$ cat src/rtl/core/cpa_pkg.sv
// Shared constants and types for the contiguous page allocator.
// No dependencies; every other file in rtl/core imports this package.
`default_nettype none

package cpa_pkg;

    // Map geometry. PAGE_BYTES must be a power of two.
    localparam int PAGES      = 64;
    localparam int PAGE_BYTES = 1024;
    localparam int PAGE_SHIFT = $clog2(PAGE_BYTES);

    // A run of MAX_RUN pages or more is refused outright.
    localparam int MAX_RUN    = 'h100;

    localparam int BYTES_W    = 20;
    localparam int IDX_W      = 6;
    localparam int LEN_W      = 8;
    localparam int PAGE_W     = (PAGES > 1) ? $clog2(PAGES) : 1;
    localparam int CNT_W      = PAGE_W + 1;
    localparam int NEED_W     = BYTES_W + 1;
    localparam int SP_W       = (CNT_W > IDX_W) ? CNT_W : IDX_W;
    localparam int SUM_W      = ((CNT_W > LEN_W) ? CNT_W : LEN_W) + 1;

    localparam logic MODE_ALLOC = 1'b0;
    localparam logic MODE_FREE  = 1'b1;

    // Sequencer to page map: one write, clear or read address per cycle.
    typedef struct packed {
        logic              wr;
        logic              clr;
        logic [PAGE_W-1:0] addr;
        logic [LEN_W-1:0]  data;
    } t_map_cmd;

    // One result beat, before the output register.
    typedef struct packed {
        logic             valid;
        logic             ok;
        logic [IDX_W-1:0] idx;
        logic [LEN_W-1:0] cnt;
    } t_result;

endpackage

`default_nettype wire

$ cat src/rtl/core/cpa_page_map.sv
// Page map storage: entry memory plus a per-page in-use flag vector.
// Depends on cpa_pkg.
`default_nettype none

module cpa_page_map (
    input  wire logic                          i_clk,
    input  wire logic                          i_rst_n,
    input  wire cpa_pkg::t_map_cmd             i_cmd,
    output logic     [cpa_pkg::PAGES-1:0]      o_used,
    output logic     [cpa_pkg::LEN_W-1:0]      o_rd_data
);
    import cpa_pkg::*;

    logic [LEN_W-1:0] r_mem [PAGES];
    logic [LEN_W-1:0] r_rd_data;
    logic [PAGES-1:0] r_used;
    logic             r_rd_used;

    // Entry memory; contents are only meaningful where the used flag is set.
    always_ff @(posedge i_clk) begin
        if (i_cmd.wr) begin
            r_mem[i_cmd.addr] <= i_cmd.data;
        end
        r_rd_data <= r_mem[i_cmd.addr];
    end

    // Flags act as valid bits: reset marks every page free at once.
    always_ff @(posedge i_clk) begin
        if (!i_rst_n) begin
            r_used    <= '0;
            r_rd_used <= 1'b0;
        end else begin
            if (i_cmd.wr) begin
                r_used[i_cmd.addr] <= 1'b1;
            end else if (i_cmd.clr) begin
                r_used[i_cmd.addr] <= 1'b0;
            end
            r_rd_used <= r_used[i_cmd.addr];
        end
    end

    assign o_used    = r_used;
    assign o_rd_data = r_rd_used ? r_rd_data : '0;

endmodule

`default_nettype wire

$ cat src/rtl/core/cpa_ctrl.sv
// Allocate/free sequencer: one pointer and run counter stepped over the map.
// Depends on cpa_pkg; drives cpa_page_map through a t_map_cmd.
`default_nettype none

module cpa_ctrl (
    input  wire logic                          i_clk,
    input  wire logic                          i_rst_n,
    input  wire logic                          i_go,
    input  wire logic                          i_mode,
    input  wire logic [cpa_pkg::BYTES_W-1:0]   i_request_bytes,
    input  wire logic [cpa_pkg::IDX_W-1:0]     i_start_page,
    input  wire logic [cpa_pkg::PAGES-1:0]     i_used,
    input  wire logic [cpa_pkg::LEN_W-1:0]     i_rd_data,
    output cpa_pkg::t_map_cmd                  o_cmd,
    output cpa_pkg::t_result                   o_result,
    output logic                               o_busy
);
    import cpa_pkg::*;

    typedef enum logic [5:0] {
        S_IDLE     = 6'b000001,
        S_SCAN     = 6'b000010,
        S_MARK     = 6'b000100,
        S_FREE_RD  = 6'b001000,
        S_FREE_LEN = 6'b010000,
        S_FREE_CLR = 6'b100000
    } t_state;

    t_state           r_state, n_state;
    logic [CNT_W-1:0] r_ptr,   n_ptr;
    logic [CNT_W-1:0] r_first, n_first;
    logic [LEN_W-1:0] r_run,   n_run;
    logic [LEN_W-1:0] r_len,   n_len;
    logic [LEN_W-1:0] r_cnt,   n_cnt;

    logic [NEED_W-1:0] need;
    logic              need_bad;
    logic [SP_W-1:0]   sp_ext;
    logic [CNT_W-1:0]  rem;
    logic [LEN_W-1:0]  free_len;
    logic [15:0]       first_ext;
    logic              page_free;

    // Byte count rounded up to whole pages.
    assign need     = (NEED_W'(i_request_bytes) + NEED_W'(PAGE_BYTES - 1)) >> PAGE_SHIFT;
    assign need_bad = (need == '0) || (need >= NEED_W'(MAX_RUN)) || (need > NEED_W'(PAGES));
    assign sp_ext   = SP_W'(i_start_page);

    // Pages left from the pointer to the end of the map; clamps a free.
    assign rem      = CNT_W'(PAGES) - r_ptr;
    assign free_len = (SUM_W'(i_rd_data) > SUM_W'(rem)) ? LEN_W'(rem) : i_rd_data;

    assign first_ext = 16'(r_first);
    assign page_free = !i_used[r_ptr[PAGE_W-1:0]];

    always_comb begin
        n_state  = r_state;
        n_ptr    = r_ptr;
        n_first  = r_first;
        n_run    = r_run;
        n_len    = r_len;
        n_cnt    = r_cnt;
        o_cmd    = '{wr: 1'b0, clr: 1'b0, addr: r_ptr[PAGE_W-1:0], data: r_len};
        o_result = '{valid: 1'b0, ok: 1'b0, idx: '0, cnt: '0};

        unique case (r_state)
            S_IDLE: begin
                if (i_go) begin
                    if (i_mode == MODE_ALLOC) begin
                        if (need_bad) begin
                            o_result.valid = 1'b1;
                        end else begin
                            n_len   = need[LEN_W-1:0];
                            n_ptr   = '0;
                            n_first = '0;
                            n_run   = '0;
                            n_state = S_SCAN;
                        end
                    end else begin
                        if (sp_ext >= SP_W'(PAGES)) begin
                            o_result.valid = 1'b1;
                        end else begin
                            n_ptr   = sp_ext[CNT_W-1:0];
                            n_state = S_FREE_RD;
                        end
                    end
                end
            end

            // First fit: r_first tracks where the current free run began.
            S_SCAN: begin
                if (r_ptr == CNT_W'(PAGES)) begin
                    o_result.valid = 1'b1;
                    n_state        = S_IDLE;
                end else if (page_free) begin
                    if (r_run + LEN_W'(1) == r_len) begin
                        n_ptr   = r_first;
                        n_cnt   = '0;
                        n_state = S_MARK;
                    end else begin
                        n_run = r_run + LEN_W'(1);
                        n_ptr = r_ptr + CNT_W'(1);
                    end
                end else begin
                    n_run   = '0;
                    n_first = r_ptr + CNT_W'(1);
                    n_ptr   = r_ptr + CNT_W'(1);
                end
            end

            // Head entry gets the run length, the rest get 1.
            S_MARK: begin
                o_cmd.wr   = 1'b1;
                o_cmd.data = (r_cnt == '0) ? r_len : LEN_W'(1);
                if (r_cnt == r_len - LEN_W'(1)) begin
                    o_result = '{valid: 1'b1, ok: 1'b1, idx: first_ext[IDX_W-1:0], cnt: r_len};
                    n_state  = S_IDLE;
                end else begin
                    n_cnt = r_cnt + LEN_W'(1);
                    n_ptr = r_ptr + CNT_W'(1);
                end
            end

            // Map read of the head entry is in flight.
            S_FREE_RD: begin
                n_state = S_FREE_LEN;
            end

            S_FREE_LEN: begin
                if (free_len == '0) begin
                    o_result = '{valid: 1'b1, ok: 1'b1, idx: '0, cnt: '0};
                    n_state  = S_IDLE;
                end else begin
                    n_len   = free_len;
                    n_cnt   = '0;
                    n_state = S_FREE_CLR;
                end
            end

            S_FREE_CLR: begin
                o_cmd.clr = 1'b1;
                if (r_cnt == r_len - LEN_W'(1)) begin
                    o_result = '{valid: 1'b1, ok: 1'b1, idx: '0, cnt: r_len};
                    n_state  = S_IDLE;
                end else begin
                    n_cnt = r_cnt + LEN_W'(1);
                    n_ptr = r_ptr + CNT_W'(1);
                end
            end

            default: begin
                n_state = S_IDLE;
            end
        endcase
    end

    always_ff @(posedge i_clk) begin
        if (!i_rst_n) begin
            r_state <= S_IDLE;
        end else begin
            r_state <= n_state;
        end
    end

    always_ff @(posedge i_clk) begin
        r_ptr   <= n_ptr;
        r_first <= n_first;
        r_run   <= n_run;
        r_len   <= n_len;
        r_cnt   <= n_cnt;
    end

    assign o_busy = (r_state != S_IDLE);

endmodule

`default_nettype wire

$ cat src/rtl/core/contiguous_page_allocator.sv
// Top level of the first-fit contiguous page allocator.
// Depends on cpa_pkg, cpa_page_map and cpa_ctrl.
//
//   channel   handshake             payload
//   request   start / busy          i_mode, i_request_bytes, i_start_page
//   result    o_valid (one cycle)   o_ok, o_page_index, o_page_count
//
// A beat is taken when start is high and busy is low; its result strobes
// exactly once, from the result register, in the cycle after the sequencer finishes.
// Allocate: S_SCAN seeks a free run page by page, else refuses; S_MARK writes it.
// Free: S_FREE_RD and S_FREE_LEN fetch the head entry; S_FREE_CLR clears pages.
// Bad sizes or out-of-range pages are answered from S_IDLE.
// The pointer steps one page a cycle, setting the rate; busy holds off start.
// Synchronous reset frees every page immediately; the result side never stalls.
`default_nettype none

module contiguous_page_allocator (
    input  wire logic                          i_clk,
    input  wire logic                          i_rst_n,
    input  wire logic                          start,
    input  wire logic                          i_mode,
    input  wire logic [cpa_pkg::BYTES_W-1:0]   i_request_bytes,
    input  wire logic [cpa_pkg::IDX_W-1:0]     i_start_page,
    output logic                               busy,
    output logic                               o_valid,
    output logic                               o_ok,
    output logic     [cpa_pkg::IDX_W-1:0]      o_page_index,
    output logic     [cpa_pkg::LEN_W-1:0]      o_page_count
);
    import cpa_pkg::*;

    t_map_cmd         map_cmd;
    t_result          result;
    logic [PAGES-1:0] used;
    logic [LEN_W-1:0] rd_data;
    logic             ctrl_busy;
    logic             go;

    logic             r_valid;
    logic             r_ok;
    logic [IDX_W-1:0] r_idx;
    logic [LEN_W-1:0] r_cnt;

    assign go = start && !ctrl_busy;

    cpa_page_map u_map (
        .i_clk     (i_clk),
        .i_rst_n   (i_rst_n),
        .i_cmd     (map_cmd),
        .o_used    (used),
        .o_rd_data (rd_data)
    );

    cpa_ctrl u_ctrl (
        .i_clk           (i_clk),
        .i_rst_n         (i_rst_n),
        .i_go            (go),
        .i_mode          (i_mode),
        .i_request_bytes (i_request_bytes),
        .i_start_page    (i_start_page),
        .i_used          (used),
        .i_rd_data       (rd_data),
        .o_cmd           (map_cmd),
        .o_result        (result),
        .o_busy          (ctrl_busy)
    );

    // Result register: one strobe per request beat.
    always_ff @(posedge i_clk) begin
        if (!i_rst_n) begin
            r_valid <= 1'b0;
        end else begin
            r_valid <= result.valid;
        end
    end

    always_ff @(posedge i_clk) begin
        if (result.valid) begin
            r_ok  <= result.ok;
            r_idx <= result.idx;
            r_cnt <= result.cnt;
        end
    end

    assign busy         = ctrl_busy;
    assign o_valid      = r_valid;
    assign o_ok         = r_ok;
    assign o_page_index = r_idx;
    assign o_page_count = r_cnt;

endmodule

`default_nettype wire

$ cat config.mk
export PLATFORM = sky130hd
export DESIGN_NAME = contiguous_page_allocator
export DESIGN_NICKNAME = d
export VERILOG_FILES = /design/src/rtl/core/cpa_pkg.sv /design/src/rtl/core/cpa_page_map.sv /design/src/rtl/core/cpa_ctrl.sv /design/src/rtl/core/contiguous_page_allocator.sv
export SDC_FILE = /design/constraint.sdc
export NUM_CORES = 1
export LEC_CHECK = 0
export ABC_AREA = 1
export ABC_CLOCK_PERIOD_IN_PS = 5470
export BUFFER_PORTS_ARGS = -buffer_cell sky130_fd_sc_hd__buf_2
export CAP_MARGIN = 10
export CELL_PAD_IN_SITES_DETAIL_PLACEMENT = 1
export CELL_PAD_IN_SITES_GLOBAL_PLACEMENT = 2
export CORE_MARGIN = 2
export CORE_UTILIZATION = 44
export CTS_BUF_LIST = sky130_fd_sc_hd__clkbuf_8
export DETAILED_ROUTE_END_ITERATION = 8
export PLACE_DENSITY_LB_ADDON = 0.25
export SETUP_SLACK_MARGIN = 0.15
export SLEW_MARGIN = 20
export SYNTH_ARGS = -nofsm -noshare
export SYNTH_HDL_FRONTEND = slang
export SYNTH_SLANG_ARGS = --single-unit
$ cat constraint.sdc
create_clock -name i_clk -period 5.47 [get_ports i_clk]
set_input_delay 1.094 -clock i_clk [delete_from_list [all_inputs] [get_ports i_clk]]
set_output_delay 1.094 -clock i_clk [all_outputs]
set_load 0.02 [all_outputs]
; Word level (Yosys, flattened, before mapping)
; Memory sizes are Yosys's and may differ from the RTL's. A register that Yosys moved wholly into a read port is not among the register bits.
; Index checks and enable logic that the tools add are counted.
[word_totals]
in_bits = 30
mem_bits_ro = 0
elab_cells = 139
out_inout_bits = 17
memories = 1
reg_bits = 125
latch_bits = 0
ramBits = 512
[memory_table]
columns = memory, depth, word_bits, rd, rd_ports_with_merged_regs, write_ports, line
row1 = u_map.r_mem, 64, 8, 1, 1, 1, cpa_page_map.sv:14  ; logic [LEN_W-1:0] r_mem [PAGES];
[classes]
magnitude_cmp = 6
n_bitwise = 3
mux = 66
div = 0
add_sub_neg = 6
shift = 0
mul = 0
reduce_logical = 20
eq_ne = 25
[ops]
columns = op, count
row1 = $mux 8, 19
row2 = $mux 64, 2
row3 = $mux 7, 12
row4 = $and 64x64->64, 1
row5 = $not 64->64, 1
row6 = $or 64x64->64, 1
row7 = $mux 6, 9
row8 = $mux 16, 3
row9 = $pmux 15 s3, 1
row10 = $pmux 8 s2, 2
row11 = $pmux 6 s5, 1
row12 = $reduce_and 6->1, 5
row13 = $pmux 8 s3, 1
row14 = $add 20x10->21 const B, 1
row15 = $logic_not 21->1, 1
row16 = $pmux 7 s3, 1
row17 = $add 8x1->8 const B, 2
row18 = $eq 8x8->1, 2
row19 = $logic_not 8->1, 2
row20 = $ne 2x2->1 const B, 7
row21 = $pmux 7 s2, 1
row22 = $ge 11x9->1 const B, 1
row23 = $gt 11x7->1 const B, 1
row24 = $mux 1, 11
row25 = 29 further kinds, 38

; Depth between registers and ports, before layout
[logic_depth]
depth_word = 8
depth_mapped = 23
ltp_nobuf = 22

; Cells and area by module
; Synthesis repeated with hierarchy kept, for this count alone.
[hier_totals]
cells_unflattened = 3240
area_unflattened_um2 = 29816.1
[by_module_without_submodules]
columns = mod, area_each_um2, cells_each, seq_area_each_um2, n_inst
row1 = cpa_page_map, 24574.8, 2449, 16836.1, 1
row2 = cpa_ctrl, 4753.3, 771, 1261.2, 1
row3 = contiguous_page_allocator, 488.0, 20, 470.5, 1

; Worst setup path before layout
; No wires, ideal clock.
[synth_path]
path_kind = register to register
startpoint = register u_ctrl.r_state[5]
endpoint = memory u_map.r_mem[0][0], data pin
setup_ns = 0.702
required_time_ns = 4.768
slack_ns = 0.927
path_buffers = 1
path_stages_with_launch = 7
period_less_slack_ns = 4.543
arrival_ns = 3.841
cell_sequence = dfxtp_1 nor2_1 inv_1 nor4_2 inv_1 clkbuf_1 o21ai_0
[synth_rtl]
columns = element, line
row1 = start: declaration, cpa_ctrl.sv:29  ; t_state r_state, n_state;
row2 = start signal: assignment, cpa_ctrl.sv:161  ; r_state <= n_state;
row3 = end: declaration, cpa_page_map.sv:14

==> metrics.cfg <==
[logic_synthesis]
synth_top_area_share_pct = 62.7
dominantRegCellSynth = sky130_fd_sc_hd__edfxtp_1
post_synth_num_cell_types = 47
synth.net_count = 2511
synth_top_area_cell = sky130_fd_sc_hd__edfxtp_1
ys_seq_area_share_pct = 68.6
synth.top_cells.by_area = sky130_fd_sc_hd__edfxtp_1 63%, sky130_fd_sc_hd__nand2_1 11%, sky130_fd_sc_hd__dfxtp_1 5.9%
post_synth_instance_area_um2 = 27000
synth-seq-cells = 645
syn_inst = 2468
synth-warning-count = 0
syn_area_per_cell_um2 = 11.0
synth_enable_flop_cells = 565
post_synth_arst_share_pct = 0

[sta]
final-hold-violation-count = 0
max_clock_freq_ghz = 0.224
final.min_clock_period_ns = 4.46
layout_worst_path_cycle_share_pct = 81.6
unrepaired_setup_endpoints_after_global_routing = no
slew_violations = 0
finalSetupViolations = 0
tns_ns = 0
final.hold.worst_slack_ns = 0.465
max_slew.worst_pin.slew_ns = 1.06
clock-skew-final_ns = 0.0407
slew_hr_pct = 29.1

[detailed_routing]
first_pass_iters = 5
drt_iter0_drc = 1573
count_of_unresolved_drc_violations_after_routing = 0
route.detailed.vias_per_inst = 5.59
totalWireLength_mm = 85.2
route.vias.total = 19300
drt-wirelength-per-cell_um = 24.7
drtAntennaViolNets = 0

[global_routing]
grtUsageTotal_pct = 27.1
wire_length_of_the_first_global_routing_pass_mm = 128
grt_remaining_overflow = 0
grt_pass1_vias = 20200
antenna_found_initial = 1
grt_start_max_net_pins = 65

[cts]
cts_buffers = 107
tritoncts = done
postCtsHoldBufs = 0
cts.sinks = 645
clkSlewWorstSetupHoldPaths_ns = 0.06
post-cts-setup-buffer-count = 0
cts_htree_levels = 3
cts.root.buffer_cell = sky130_fd_sc_hd__clkbuf_8
clockBufferDepth = 3
clkLatencyLatePin_ns = 0.73
post_cts_resize_count = 0

[place]
dpl.hpwl_mm = 54.6
buffer_ports.inserted = 46
gpl.final_weighted_congestion = 0.826

[power]
ir_drop_v = 0.000203
combPwrFrac_pct = 28.3
seq_power_share_pct = 42.2
switchingPower_mw = 5.11
clockPowerShare_pct = 29.5
switching_share_pct = 37.1
internal_power_mw = 8.66
leakagePower_nw = 11.4
power_density_nw_per_um2 = 455

[floorplanning]
dieWidth_um = 252
num_rows = 90
chipHeight_um = 252
design.portCount = 47
initial_core_util_pct = 44.6
core_area_um2 = 60600
die-area_um2 = 63500

[finish]
most-common-layout-cells = 804 x sky130_fd_sc_hd__nand2_1, 565 x sky130_fd_sc_hd__edfxtp_1, 213 x sky130_fd_sc_hd__inv_1, 176 x sky130_fd_sc_hd__nor2_1, 109 x sky130_fd_sc_hd__clkbuf_8
finish.net_count = 2612
fillers = 6532
multi_input_comb_area_um2 = 7310
register_area_um2 = 18600
layout-area-overhead-vs-synth_pct = 11.9
final_layout_size_suffix_gt1_share_pct = 10.4
mostFrequentLayoutCell = sky130_fd_sc_hd__nand2_1

[flow_run]
cap_violations = 0

[worst_setup_path]
worst_ep_required_time_ns = 5.80
critPathArrivalTime_ns = 4.79
worst-path-max-fanout = 22
worstSetupPathType = flop to flop
worstSetupStartpointType = flop
worstSetupEndpointType = flop

[run_status]
outcome = completed

[worst_hold_path]
holdCritPathClass = flop to flop

## critical path: stages, from the launching register on
cell	delay, ns
sky130_fd_sc_hd__edfxtp_1	0.71
sky130_fd_sc_hd__nor2_1	0.31
sky130_fd_sc_hd__nand2_2	0.23
sky130_fd_sc_hd__inv_2	0.12
sky130_fd_sc_hd__nand2_1	0.10
sky130_fd_sc_hd__nand2_1	0.08
sky130_fd_sc_hd__nand3_1	0.12
sky130_fd_sc_hd__ha_1	0.33
sky130_fd_sc_hd__nand2_1	0.05
sky130_fd_sc_hd__nor2_1	0.14
sky130_fd_sc_hd__nand4_1	0.27
sky130_fd_sc_hd__nand2_2	0.26
sky130_fd_sc_hd__nand2_1	0.09
sky130_fd_sc_hd__nand2_1	0.07
sky130_fd_sc_hd__nand2_1	0.06
sky130_fd_sc_hd__nor2_1	0.13
sky130_fd_sc_hd__nand3_1	0.16
sky130_fd_sc_hd__nand3_1	0.13
sky130_fd_sc_hd__inv_1	0.07
sky130_fd_sc_hd__nand2_1	0.61
## final timing paths
path | from | endpoint | slack, ns | depth (start not counted)
min reg2reg | flop | flop | 0.46 | 2
min | flop | flop | 0.46 | 2
max reg2reg | u_ctrl.r_ptr[1]$_DFFE_PP_ | o_page_index[4]$_DFFE_PP_ | 1.01 | 19
max | u_ctrl.r_ptr[1]$_DFFE_PP_ | o_page_index[4]$_DFFE_PP_ | 1.01 | 19
## cells in the mapped netlist, types with 2 or more instances
library cell	number
sky130_fd_sc_hd__nand2_1	805
sky130_fd_sc_hd__nand2_2	4
sky130_fd_sc_hd__clkbuf_1	37
sky130_fd_sc_hd__buf_2	47
sky130_fd_sc_hd__o21bai_1	2
sky130_fd_sc_hd__nand3_1	82
sky130_fd_sc_hd__nor2_4	3
sky130_fd_sc_hd__buf_1	5
sky130_fd_sc_hd__and3_1	2
sky130_fd_sc_hd__nand3b_1	2
sky130_fd_sc_hd__ha_1	13
sky130_fd_sc_hd__o21ai_1	2
sky130_fd_sc_hd__nor2_1	183
sky130_fd_sc_hd__o2bb2ai_1	6
sky130_fd_sc_hd__a211oi_1	2
sky130_fd_sc_hd__nand3_2	2
sky130_fd_sc_hd__a21oi_1	84
sky130_fd_sc_hd__nor4_1	3
sky130_fd_sc_hd__xor2_1	16
sky130_fd_sc_hd__inv_1	191
sky130_fd_sc_hd__xnor2_1	3
sky130_fd_sc_hd__dfxtp_1	80
sky130_fd_sc_hd__edfxtp_1	565
sky130_fd_sc_hd__a22o_1	24
sky130_fd_sc_hd__nor3b_1	3
sky130_fd_sc_hd__nor3_1	9
sky130_fd_sc_hd__o31ai_1	3
sky130_fd_sc_hd__o21ai_0	38
sky130_fd_sc_hd__a31oi_1	3
sky130_fd_sc_hd__or2_1	4
sky130_fd_sc_hd__clkinv_1	3
sky130_fd_sc_hd__o211ai_1	9
sky130_fd_sc_hd__buf_4	9
sky130_fd_sc_hd__nand4_1	79
sky130_fd_sc_hd__a22oi_1	70
sky130_fd_sc_hd__a221oi_1	51
sky130_fd_sc_hd__nor2_2	3
sky130_fd_sc_hd__inv_2	12
## flip-flops by register name (all words and copies together) (netlist names), named ones only
name and count:
u_ctrl.r_first 7, u_ctrl.r_state 6, u_map.r_mem 512, o_ok 1, u_map.r_rd_data 8, o_page_index 6, u_ctrl.r_cnt 8, u_map.r_rd_used 1
u_ctrl.r_len 8, u_ctrl.r_run 8, o_valid 1, u_ctrl.r_ptr 7, o_page_count 8
## metrics by stage
step / std cells / instance area [um2] / utilization (%) / worst slack (ns) / power, mW
2_1_floorplan: 2468 / 27000 / - / 0.927 / 8.16
3_3_place_gp: 3242 / 28200 / 46.6 / 1.16 / 9.73
3_5_place_dp: 3242 / 28200 / 46.6 / 1.04 / 9.81
4_1_cts: 3444 / 30300 / 49.9 / 1.02 / 13.9
5_1_grt: 3446 / 30300 / 49.9 / 0.656 / 14.4
6_report: 3446 / 30300 / 49.9 / 1.01 / 13.8
## area by class of cell
| type | instances | area share, % |
|---|---|---|
| antenna | 2 | 0.0165 |
| clock inverter | 93 | 1.72 |
| multi-input combinational | 1516 | 24.1 |
| inverter | 207 | 2.58 |
| sequential | 645 | 61.4 |
| clock buffer | 109 | 4.96 |
| tap | 782 | 3.23 |
| timing repair buffer | 92 | 1.98 |
## power by group through the flow
stage               Combinational (mW)  Sequential (mW)  Clock, mW
finish                            3.90             5.81       4.06
global route                      4.22             5.83       4.32
CTS                               3.92             5.81       4.13
detailed placement                3.90             5.91          0
global placement                  3.82             5.90          0
floorplan                         2.32             5.84          0
## metal layers
metal | vias to the layer above | GRT usage [%] | part of all wire (%)
li1 | 8801 | - | -
met1 | 9772 | 37.2 | 44
met2 | 555 | 45.4 | 48
met3 | 142 | 3.65 | 5.2
met4 | 0 | 7.46 | 2.2
met5 | - | 0 | 0
## cell families (layout without fill, tap and decap cells)
kind of cell             Yosys count  in the layout  share of synthesized area, %
adder cells (fa/ha/maj)           13             13                         0.601
AND/OR/NAND/NOR                 1186           1186                          18.0
other                              0              2                             0
buffers and inverters            307            501                          4.64
XOR/XNOR                          19             19                         0.615
flip-flops                       645            645                          68.6
AO/OA/AOI/OAI                    298            298                          7.50
Power figures use the tool's default switching activity.
